[src/sv/clfp_pkg.sv]
// ----------------------------------------------------------------------------
// clfp_pkg
// Shared types, constants and helpers for the cursor list free pool.
// ----------------------------------------------------------------------------
package clfp_pkg;

  // Pool geometry
  localparam int ENTRIES = 16;
  localparam int IDX_W   = (ENTRIES > 1) ? $clog2(ENTRIES) : 1;
  localparam int LINK_W  = IDX_W + 1;
  localparam int STEP_W  = $clog2(ENTRIES + 1);
  localparam int VALUE_W = 32;
  localparam int SLOT_W  = 4;

  typedef logic [IDX_W-1:0]  idx_t;
  typedef logic [LINK_W-1:0] link_t;
  typedef logic [STEP_W-1:0] step_t;

  // Null link: all ones
  localparam link_t LINK_NIL = '1;

  typedef enum logic {
    OP_INSERT = 1'b0,
    OP_DELETE = 1'b1
  } op_t;

  typedef enum logic [1:0] {
    ST_DONE      = 2'd0,
    ST_FULL      = 2'd1,
    ST_NOT_FOUND = 2'd2
  } status_t;

  typedef struct packed {
    op_t                       op;
    logic signed [VALUE_W-1:0] value;
  } req_t;

  typedef struct packed {
    status_t           status;
    logic [SLOT_W-1:0] slot;
  } rsp_t;

  // Sequencer states
  typedef enum logic [2:0] {
    S_INIT,
    S_IDLE,
    S_INS_RD,
    S_INS_WR,
    S_DEL_START,
    S_DEL_CMP,
    S_DEL_FREE,
    S_REPLY
  } state_t;

  // Pool memory requests from the sequencer
  typedef struct packed {
    logic               val_we;
    logic               next_we;
    idx_t               waddr;
    idx_t               raddr;
    logic [VALUE_W-1:0] val_wdata;
    link_t              next_wdata;
  } mem_req_t;

  // A link names a slot only when it is below the pool size
  function automatic logic link_ok(link_t l);
    return l < LINK_W'(ENTRIES);
  endfunction

  // Any link that is not a slot becomes null
  function automatic link_t link_clean(link_t l);
    return link_ok(l) ? l : LINK_NIL;
  endfunction

  function automatic idx_t link_idx(link_t l);
    return l[IDX_W-1:0];
  endfunction

  function automatic logic [SLOT_W-1:0] to_slot(idx_t i);
    return SLOT_W'(i);
  endfunction

endpackage

[src/sv/cursor_list_free_pool.sv]
// ----------------------------------------------------------------------------
// cursor_list_free_pool
// Fixed pool holding one singly linked list and a free chain, threaded
// through a next-index memory. Insert at front, delete first match.
// ----------------------------------------------------------------------------
//  channel | direction | handshake            | payload
//  req     | in        | req_valid/req_stall  | op, value
//  rsp     | out       | rsp_valid/rsp_stall  | status, slot
//
//  Insert: link fetch, write, reply; a full pool skips the write.
//  Delete: start at the head, compare entries with one link read per cycle,
//  then unlink and free on a hit; a miss ends after at most ENTRIES entries.
//  After reset a clearing pass over all ENTRIES slots loads the free chain;
//  req_stall is high during it. A stalled result in the output register blocks
//  only the next reply, not the transfer of the next request.
// ----------------------------------------------------------------------------
module cursor_list_free_pool (
  input  logic           clk,
  input  logic           rst,
  input  logic           req_valid,
  output logic           req_stall,
  input  clfp_pkg::req_t req,
  output logic           rsp_valid,
  input  logic           rsp_stall,
  output clfp_pkg::rsp_t rsp
);
  import clfp_pkg::*;

  mem_req_t           mem;
  logic [VALUE_W-1:0] val_rd;
  link_t              next_rd;

  clfp_seq u_seq (
    .clk       (clk),
    .rst       (rst),
    .req_valid (req_valid),
    .req_stall (req_stall),
    .req       (req),
    .rsp_valid (rsp_valid),
    .rsp_stall (rsp_stall),
    .rsp       (rsp),
    .mem       (mem),
    .val_rd    (val_rd),
    .next_rd   (next_rd)
  );

  // Stored values
  clfp_ram #(.WIDTH(VALUE_W), .DEPTH(ENTRIES)) u_val_ram (
    .clk   (clk),
    .we    (mem.val_we),
    .waddr (mem.waddr),
    .wdata (mem.val_wdata),
    .raddr (mem.raddr),
    .rdata (val_rd)
  );

  // Next-index links
  clfp_ram #(.WIDTH(LINK_W), .DEPTH(ENTRIES)) u_next_ram (
    .clk   (clk),
    .we    (mem.next_we),
    .waddr (mem.waddr),
    .wdata (mem.next_wdata),
    .raddr (mem.raddr),
    .rdata (next_rd)
  );

endmodule

[src/sv/clfp_ram.sv]
// ----------------------------------------------------------------------------
// clfp_ram
// Generic single write port, single read port RAM with registered read.
// ----------------------------------------------------------------------------
module clfp_ram #(
  parameter int WIDTH = 8,
  parameter int DEPTH = 16
) (
  input  logic                                       clk,
  input  logic                                       we,
  input  logic [((DEPTH > 1) ? $clog2(DEPTH) : 1)-1:0] waddr,
  input  logic [WIDTH-1:0]                           wdata,
  input  logic [((DEPTH > 1) ? $clog2(DEPTH) : 1)-1:0] raddr,
  output logic [WIDTH-1:0]                           rdata
);

  logic [WIDTH-1:0] mem [DEPTH];

  always_ff @(posedge clk) begin
    if (we) begin
      mem[waddr] <= wdata;
    end
    rdata <= mem[raddr];
  end

endmodule

[src/sv/clfp_seq.sv]
// ----------------------------------------------------------------------------
// clfp_seq
// Sequencer for insert and delete: drives the pool memories, walks the list
// one link per cycle through the shared value compare, holds the result.
// ----------------------------------------------------------------------------
module clfp_seq (
  input  logic                            clk,
  input  logic                            rst,
  input  logic                            req_valid,
  output logic                            req_stall,
  input  clfp_pkg::req_t                  req,
  output logic                            rsp_valid,
  input  logic                            rsp_stall,
  output clfp_pkg::rsp_t                  rsp,
  output clfp_pkg::mem_req_t              mem,
  input  logic [clfp_pkg::VALUE_W-1:0]    val_rd,
  input  clfp_pkg::link_t                 next_rd
);
  import clfp_pkg::*;

  state_t             state, state_next;
  logic [VALUE_W-1:0] val;
  link_t              cur, cur_next;
  link_t              prev, prev_next;
  step_t              steps, steps_next;
  link_t              list_head, list_head_next;
  link_t              free_head, free_head_next;
  idx_t               init_cnt;
  rsp_t               result, result_next;
  rsp_t               rsp_next;
  logic               rsp_valid_next;
  logic               accept;
  logic               hit;
  logic               walk_more;
  logic               init_last;
  logic               reply_go;

  assign accept    = req_valid && !req_stall;
  assign hit       = (val_rd == val);
  assign walk_more = link_ok(next_rd) && ((steps + STEP_W'(1)) < STEP_W'(ENTRIES));
  assign init_last = (init_cnt == IDX_W'(ENTRIES - 1));
  assign reply_go  = !rsp_valid || !rsp_stall;

  // Next state
  always_comb begin
    state_next = state;
    case (state)
      S_INIT:      if (init_last) state_next = S_IDLE;
      S_IDLE: begin
        if (accept) state_next = (req.op == OP_INSERT) ? S_INS_RD : S_DEL_START;
      end
      S_INS_RD:    state_next = link_ok(free_head) ? S_INS_WR : S_REPLY;
      S_INS_WR:    state_next = S_REPLY;
      S_DEL_START: state_next = link_ok(list_head) ? S_DEL_CMP : S_REPLY;
      S_DEL_CMP: begin
        if (hit)             state_next = S_DEL_FREE;
        else if (!walk_more) state_next = S_REPLY;
      end
      S_DEL_FREE:  state_next = S_REPLY;
      S_REPLY:     if (reply_go) state_next = S_IDLE;
      default:     state_next = S_IDLE;
    endcase
  end

  // Memory requests and datapath next values
  always_comb begin
    req_stall      = (state != S_IDLE);
    mem            = '0;
    mem.raddr      = link_idx(cur);
    mem.val_wdata  = val;
    cur_next       = cur;
    prev_next      = prev;
    steps_next     = steps;
    list_head_next = list_head;
    free_head_next = free_head;
    result_next    = result;
    rsp_next       = rsp;
    rsp_valid_next = rsp_valid && rsp_stall;
    case (state)
      // Clearing pass: slot i links to i-1, slot 0 is null
      S_INIT: begin
        mem.next_we    = 1'b1;
        mem.waddr      = init_cnt;
        mem.next_wdata = (init_cnt == '0) ? LINK_NIL : (LINK_W'(init_cnt) - LINK_W'(1));
      end
      S_IDLE: ;
      // Fetch the link of the first free slot
      S_INS_RD: begin
        mem.raddr = link_idx(free_head);
        if (!link_ok(free_head)) begin
          result_next = '{status: ST_FULL, slot: '0};
        end
      end
      // Store value, link slot at the list front, advance free chain
      S_INS_WR: begin
        mem.val_we     = 1'b1;
        mem.next_we    = 1'b1;
        mem.waddr      = link_idx(free_head);
        mem.next_wdata = link_clean(list_head);
        free_head_next = link_clean(next_rd);
        list_head_next = free_head;
        result_next    = '{status: ST_DONE, slot: to_slot(link_idx(free_head))};
      end
      // Start the walk at the head
      S_DEL_START: begin
        mem.raddr  = link_idx(list_head);
        cur_next   = list_head;
        prev_next  = LINK_NIL;
        steps_next = '0;
        if (!link_ok(list_head)) begin
          result_next = '{status: ST_NOT_FOUND, slot: '0};
        end
      end
      // One compare per cycle; on a match unlink, else follow the link
      S_DEL_CMP: begin
        if (hit) begin
          if (link_ok(prev)) begin
            mem.next_we    = 1'b1;
            mem.waddr      = link_idx(prev);
            mem.next_wdata = link_clean(next_rd);
          end else begin
            list_head_next = link_clean(next_rd);
          end
        end else begin
          mem.raddr  = link_idx(next_rd);
          prev_next  = cur;
          cur_next   = next_rd;
          steps_next = steps + STEP_W'(1);
          if (!walk_more) begin
            result_next = '{status: ST_NOT_FOUND, slot: '0};
          end
        end
      end
      // Push the freed slot onto the free chain
      S_DEL_FREE: begin
        mem.next_we    = 1'b1;
        mem.waddr      = link_idx(cur);
        mem.next_wdata = link_clean(free_head);
        free_head_next = cur;
        result_next    = '{status: ST_DONE, slot: to_slot(link_idx(cur))};
      end
      // Hand the result to the output register once it is free
      S_REPLY: begin
        if (reply_go) begin
          rsp_valid_next = 1'b1;
          rsp_next       = result;
        end
      end
      default: ;
    endcase
  end

  // Control registers
  always_ff @(posedge clk) begin
    if (rst) begin
      state     <= S_INIT;
      init_cnt  <= '0;
      list_head <= LINK_NIL;
      free_head <= LINK_W'(ENTRIES - 1);
      rsp_valid <= 1'b0;
    end else begin
      state     <= state_next;
      list_head <= list_head_next;
      free_head <= free_head_next;
      rsp_valid <= rsp_valid_next;
      if (state == S_INIT && !init_last) begin
        init_cnt <= init_cnt + IDX_W'(1);
      end
    end
  end

  // Payload registers
  always_ff @(posedge clk) begin
    if (accept) begin
      val <= req.value;
    end
    cur    <= cur_next;
    prev   <= prev_next;
    steps  <= steps_next;
    result <= result_next;
    rsp    <= rsp_next;
  end

endmodule

[config.mk]
export PLATFORM = sky130hd
export DESIGN_NAME = cursor_list_free_pool
export DESIGN_NICKNAME = d
export VERILOG_FILES = /design/src/sv/clfp_pkg.sv /design/src/sv/cursor_list_free_pool.sv /design/src/sv/clfp_ram.sv /design/src/sv/clfp_seq.sv
export SDC_FILE = /design/constraint.sdc
export NUM_CORES = 1
export LEC_CHECK = 0
export ABC_AREA = 1
export BUFFER_PORTS_ARGS = -buffer_cell sky130_fd_sc_hd__buf_2
export CAP_MARGIN = 10
export CORE_ASPECT_RATIO = 0.75
export CORE_UTILIZATION = 55
export DETAILED_ROUTE_END_ITERATION = 16
export PLACE_DENSITY = 0.71
export SLEW_MARGIN = 20
export SYNTH_ARGS = -nofsm -noshare
export SYNTH_HDL_FRONTEND = slang
export SYNTH_HIERARCHICAL = 1
export SYNTH_SLANG_ARGS = --single-unit
[constraint.sdc]
create_clock -name clk -period 4.9 [get_ports clk]
set_input_delay 0.49 -clock clk [delete_from_list [all_inputs] [get_ports clk]]
set_output_delay 0.49 -clock clk [all_outputs]
set_load 0.02 [all_outputs]
After elaboration in Yosys (flattened, before gate mapping). Memories as Yosys holds them, arrays and structs flattened. A register that Yosys moved wholly into a read port is not among the register bits. Index checks and enable logic that the tools add are counted.

Input bits: 37. Memory bits (writable): 592. Bits in registers: 77. Memories: 2.

Add/subtract/negate cells: 3. Reductions and logical operators: 21. Muxes and demuxes: 43. Magnitude comparators: 5. Eq/ne operators: 20.

Memories: u_val_ram.mem (depth 16, width 32, read ports 1, clocked after Yosys merged registers in 1, wr ports 1, RTL line clfp_ram.sv:17) `logic [WIDTH-1:0] mem [DEPTH];`; u_next_ram.mem (depth 16, width 5, read ports 1, clocked after Yosys merged registers in 1, wr ports 1, RTL line clfp_ram.sv:17).

Operators with widths (count): 5-bit two-way mux (13); 5-bit case mux with 2 select lines (5); 5-bit case mux with 4 select lines (2); 32-bit == test (1); 6-bit case mux with 5 select lines (1); 5-bit less-than comparator, second input constant (5); 6-bit two-way mux (4); 3-bit two-way mux (7); 3-bit case mux with 7 select lines (1); 3-bit == test, second input constant (4); 4-bit case mux with 3 select lines (1); 2-bit != test, second input constant (5); 2-bit by 1-bit != test with 1-bit output, second input constant (4); 1-bit two-way mux (7); 3-bit by 2-bit == test with 1-bit output, second input constant (2); 2-bit nonzero test (3); 5-bit by 1-bit adder with 5-bit output, second input constant (1); 5-bit AND reduction (1); 5-bit nonzero test (1); 4-bit by 1-bit subtractor with 5-bit output, second input constant (1); 4-bit by 1-bit adder with 4-bit output, second input constant (1); 4-bit == test, second input constant (1); 1-bit logical AND (4); 1-bit zero test (4); 12 further kinds (13).

Longest topological paths before layout.
Word-level depth: 6. Gate-level depth with buffers: 21. Depth with buffers taken out: 18.

Modules after synthesis. The synthesis kept the hierarchy.

By module, submodules not included: clfp_ram at u_val_ram (times used 1, area an instance 22730.6 um^2, cells each 2120, seq. area each 16015.4 um^2); clfp_seq (times used 1, area an instance 3903.7 um^2, cells each 417, seq. area each 2132.0 um^2); clfp_ram at u_next_ram (times used 1, area an instance 3733.6 um^2, cells each 355, seq. area each 2502.4 um^2).

Worst setup path before layout. OpenSTA, ideal clock, no wires.

Kind: register -> register. Start point: register u_seq.val[20]. End point: memory u_val_ram/mem[12][0] in the netlist's numbering, enable pin. Data arrival time: 3.140 ns. Path buffers: 0. Stages on the path, launching flop included: 12. Period minus slack after synthesis: 3.561 ns. Slack: 1.339 ns. Setup time: 0.421 ns. Cells stage by stage: edfxtp_1 -> xnor2_1 -> nand2_1 -> nor2_1 -> nand2_1 -> nor2_2 -> nand2_4 -> nor2_2 -> nand3_1 -> nand2_1 -> nand3_1 -> nor2_1.

RTL lines: start, declared (RTL line clfp_seq.sv:22) `logic [VALUE_W-1:0] val;`; start signal, assigned (RTL line clfp_seq.sv:175) `val <= req.value;`; end, declared (RTL line clfp_ram.sv:17).

==> impl_metrics.toml <==
[run_status]
status = "completed"

[grt]
grt_pass1_wl_mm = 111
antenna_found_initial = 3
grt_pass1_vias = 19100
grt.overflow.total = 0
grt_usage_pct = 26.3
grt_max_degree = 120

[layout]
nFillCells = 4136
multi_input_area_mm2 = 0.00704
area_delta_synth_final_pct = 11.1
fin_cells = 3713
num_antenna_cells = 0
fin_nets = 2975
regArea_mm2 = 0.0206
drive_gt1_share_pct = 10.1

[drt]
ant_nets = 0
drc = 0
routed_via_density = 5.46
dr.pass1.iters = 6
wl_per_cell_um = 19.6
finalWirelength_mm = 73.0
dr.first_iter.drc_count = 2415
via_count = 20300

[sta]
min_period_ps = 3960
fin_skew_ps = 23.8
fmax_ghz = 0.252
finalHoldViolations = 0
setup_tns_ps = 0
rsz0062_at_grt = "false"
layout_setup_ws_ps = 938
setup_violations = 0
maxSlewViolCount = 0
fin_crit_sh_pct = 80.9
max_slew_margin_pct = 48.0
tightest_slew_ps = 778

[yosys]
synth_ff_type = "edfxtp_1"
synth-seq-cells = 706
synth_edf_count = 651
synth.avg_cell_area_um2 = 10.5
synth_seq_area_share_pct = 68.0
synthDominantCellAreaShare_pct = 64.4
async_reset_ff_share_pct = 0
ys_top_cells_by_area = "edfxtp_1, nand2_1, nand3_1"
synth.largest_area_cell = "edfxtp_1"
syn_nets = 2933
synth_cells = 2892
yosys_warnings = 6
synth_cell_types = 41
synth_area_mm2 = 0.0304

[power_and_ir_drop]
seq_power_share_pct = 53.9
p_leak_nw = 14.0
switching_share_pct = 19.6
power_frac_clock_pct = 44.5
p_int_w = 0.00979
power.density_mw_per_mm2 = 361
p_sw_w = 0.00239
ir_drop_v = 0.000348
combPwrFrac_pct = 1.6

[clock_network]
numCtsBuffers = 71
cts-root-buf = "clkbuf_16"
insertion_delay_ps = 610
clk_pin_slew_worst_paths_ps = 60
clock-sinks = 706
hold_buffers = 0
max-clock-path-buffers = 3
post_cts_buffers = 0
htreeDepth = 3
cts_tree = "yes"
cts_resized = 0

[worst_setup_path]
crit_top_cell = "nand2_1"
critPathKind = "reg2reg"
critPathMaxStageDelay_ps = 720
worstPathCellList = "nand2_1 -> nand2_1 -> nand2_1 -> nor2_1 -> nand2_1 -> nor2_2 -> nand2_4 -> a31oi_1 -> nand2_4 -> inv_6 -> buf_12 -> nand2_1 -> nand2_1 -> nand2_1 -> nand3_1 -> nand3_1 -> nand2_1"
start_kind = "flip-flop"
critPathSlowestCell = "edfxtp_1"
path_delay_family = "simple AND/OR/NAND/NOR gates"
crit_arrival_ps = 4520
crit_fanout = 66
cp_data_required_time_ps = 5460
crit_path_end_kind = "flip-flop"
cp_num_buf_inv = 2

[placement]
hpwlAfterDp_mm = 39.9
pre_cts_slack_ps = 987
place.gp.congestion = 0.891
dp.cells = 3583
io_buffers = 44

[worst_hold_path]
worstHoldPathType = "in2reg"

[run]
maxCapViolCount = 0

[die]
dieArea_mm2 = 0.0562
pin_count = 45
die_height_um = 205
start_util_pct = 55.7
dieWidth_um = 273
num_rows = 74
core_area_mm2 = 0.0545
-- sequential cells by signal (all words and copies together), names as in the netlist, 6 cells and up --
| signal | flops |
|---|---|
| u_val_ram/rdata | 32 |
| u_next_ram/mem | 80 |
| u_seq/rsp | 6 |
| u_seq/val | 32 |
| u_seq/result | 6 |
| u_val_ram/mem | 512 |
-- cells by family (layout without fill, tap and decap cells) --
group	after synthesis	count (layout)	share of synthesized area (%)
AOI/OAI and AO/OA	67	67	1.36
buffers and inverters	645	744	9.34
adders and majority gates	4	4	0.165
xor gates and xnor gates	29	29	0.836
DFF	706	706	68.0
and+or+nand+nor	1441	1441	20.3
-- power groups by stage --
stage          logic [W]  registers, W  clock network, W
2_1_floorplan   0.000106       0.00669                 0
3_5_place_dp    0.000197       0.00669                 0
3_3_place_gp    0.000192       0.00669                 0
5_1_grt         0.000216       0.00656           0.00571
4_1_cts         0.000198       0.00656           0.00549
6_report        0.000201       0.00656           0.00541
-- final cells by class --
cell class / count / share of cell area [%]
Sequential cell: 706 / 61.2
Multi-Input combinational cell: 1541 / 20.9
Clock buffer: 91 / 5.89
Inverter: 520 / 5.85
Tap cell: 722 / 2.68
Timing Repair Buffer: 94 / 2.43
Clock inverter: 39 / 1.07
-- Yosys cell counts, types with 16 or more instances --
cell and count:
nand3_1 467, buf_2 47, inv_1 483, o21ai_0 22
inv_2 33, a21oi_1 16, nand2_1 855, xnor2_1 26
buf_6 33, clkbuf_1 17, nor2_1 69, dfxtp_1 55
nand2_2 23, edfxtp_1 651
-- routing by layer --
layer	wire length (µm)	GRT usage [%]	vias to the layer above	share of wire, %
met5	23	0	-	0.032
met4	1710	7.94	4	2.3
met3	6750	5.13	124	9.2
met2	33500	41.0	925	46
met1	31000	37.6	9733	42
li1	-	-	9476	-
-- layout by cell type (no fill, tap or decap), types with 5 or more instances in the layout --
master     Yosys  final
nor2_1        69     52
nor2_4         0     17
bufinv_16      0      6
o21ai_0       22     22
clkinv_2       0     13
a31oi_1        6      6
clkbuf_16      0     74
clkinv_1       0     13
buf_12         3     18
nand2_2       23     24
nand2_1      855    851
a21oi_1       16     16
clkbuf_8       0      7
nand3_1      467    467
buf_4         11     32
nor2_2         5      5
nor3_1         6      6
dfxtp_1       55     55
o22ai_1        9      9
xnor2_1       26     26
buf_2         47     44
inv_1        483    482
nand2_4        5      8
edfxtp_1     651    651
clkbuf_1      17     10
inv_2         33     33
-- path summary, 6_finish.rpt --
kind	startpoint	endpoint	slack, ps	cells after the start
worst max-delay path	u_seq/val[29]	u_val_ram/rdata[16]	940	17
worst min-delay path	req[11]	u_seq/val[11]	50	1
worst max register to register	u_seq/val[29]	u_val_ram/rdata[16]	940	17
worst min register to register	u_seq/result[3]	u_seq/rsp[3]	420	0
-- worst register-to-register path, delay by kind of cell, from the launching register on --
kind	cells	cell delay, ps
AOI/OAI and AO/OA	1	310
buffers and inverters	2	900
DFF	1	720
and+or+nand+nor	14	1980
-- through the flow --
| step | power [W] | hold WS (ps) | util (%) | area [µm²] |
|---|---|---|---|---|
| finish | 0.0122 | 53.7 | 61.9 | 33700 |
| global route | 0.0125 | 22.8 | 61.9 | 33700 |
| CTS | 0.0122 | 14.4 | 61.9 | 33700 |
| detailed placement | 0.00689 | 411 | 57.5 | 31400 |
| global placement | 0.00688 | 405 | 57.5 | 31400 |
| floorplan | 0.00679 | 400 | - | 30400 |
Note: power is estimated with default switching activity, not from simulation.
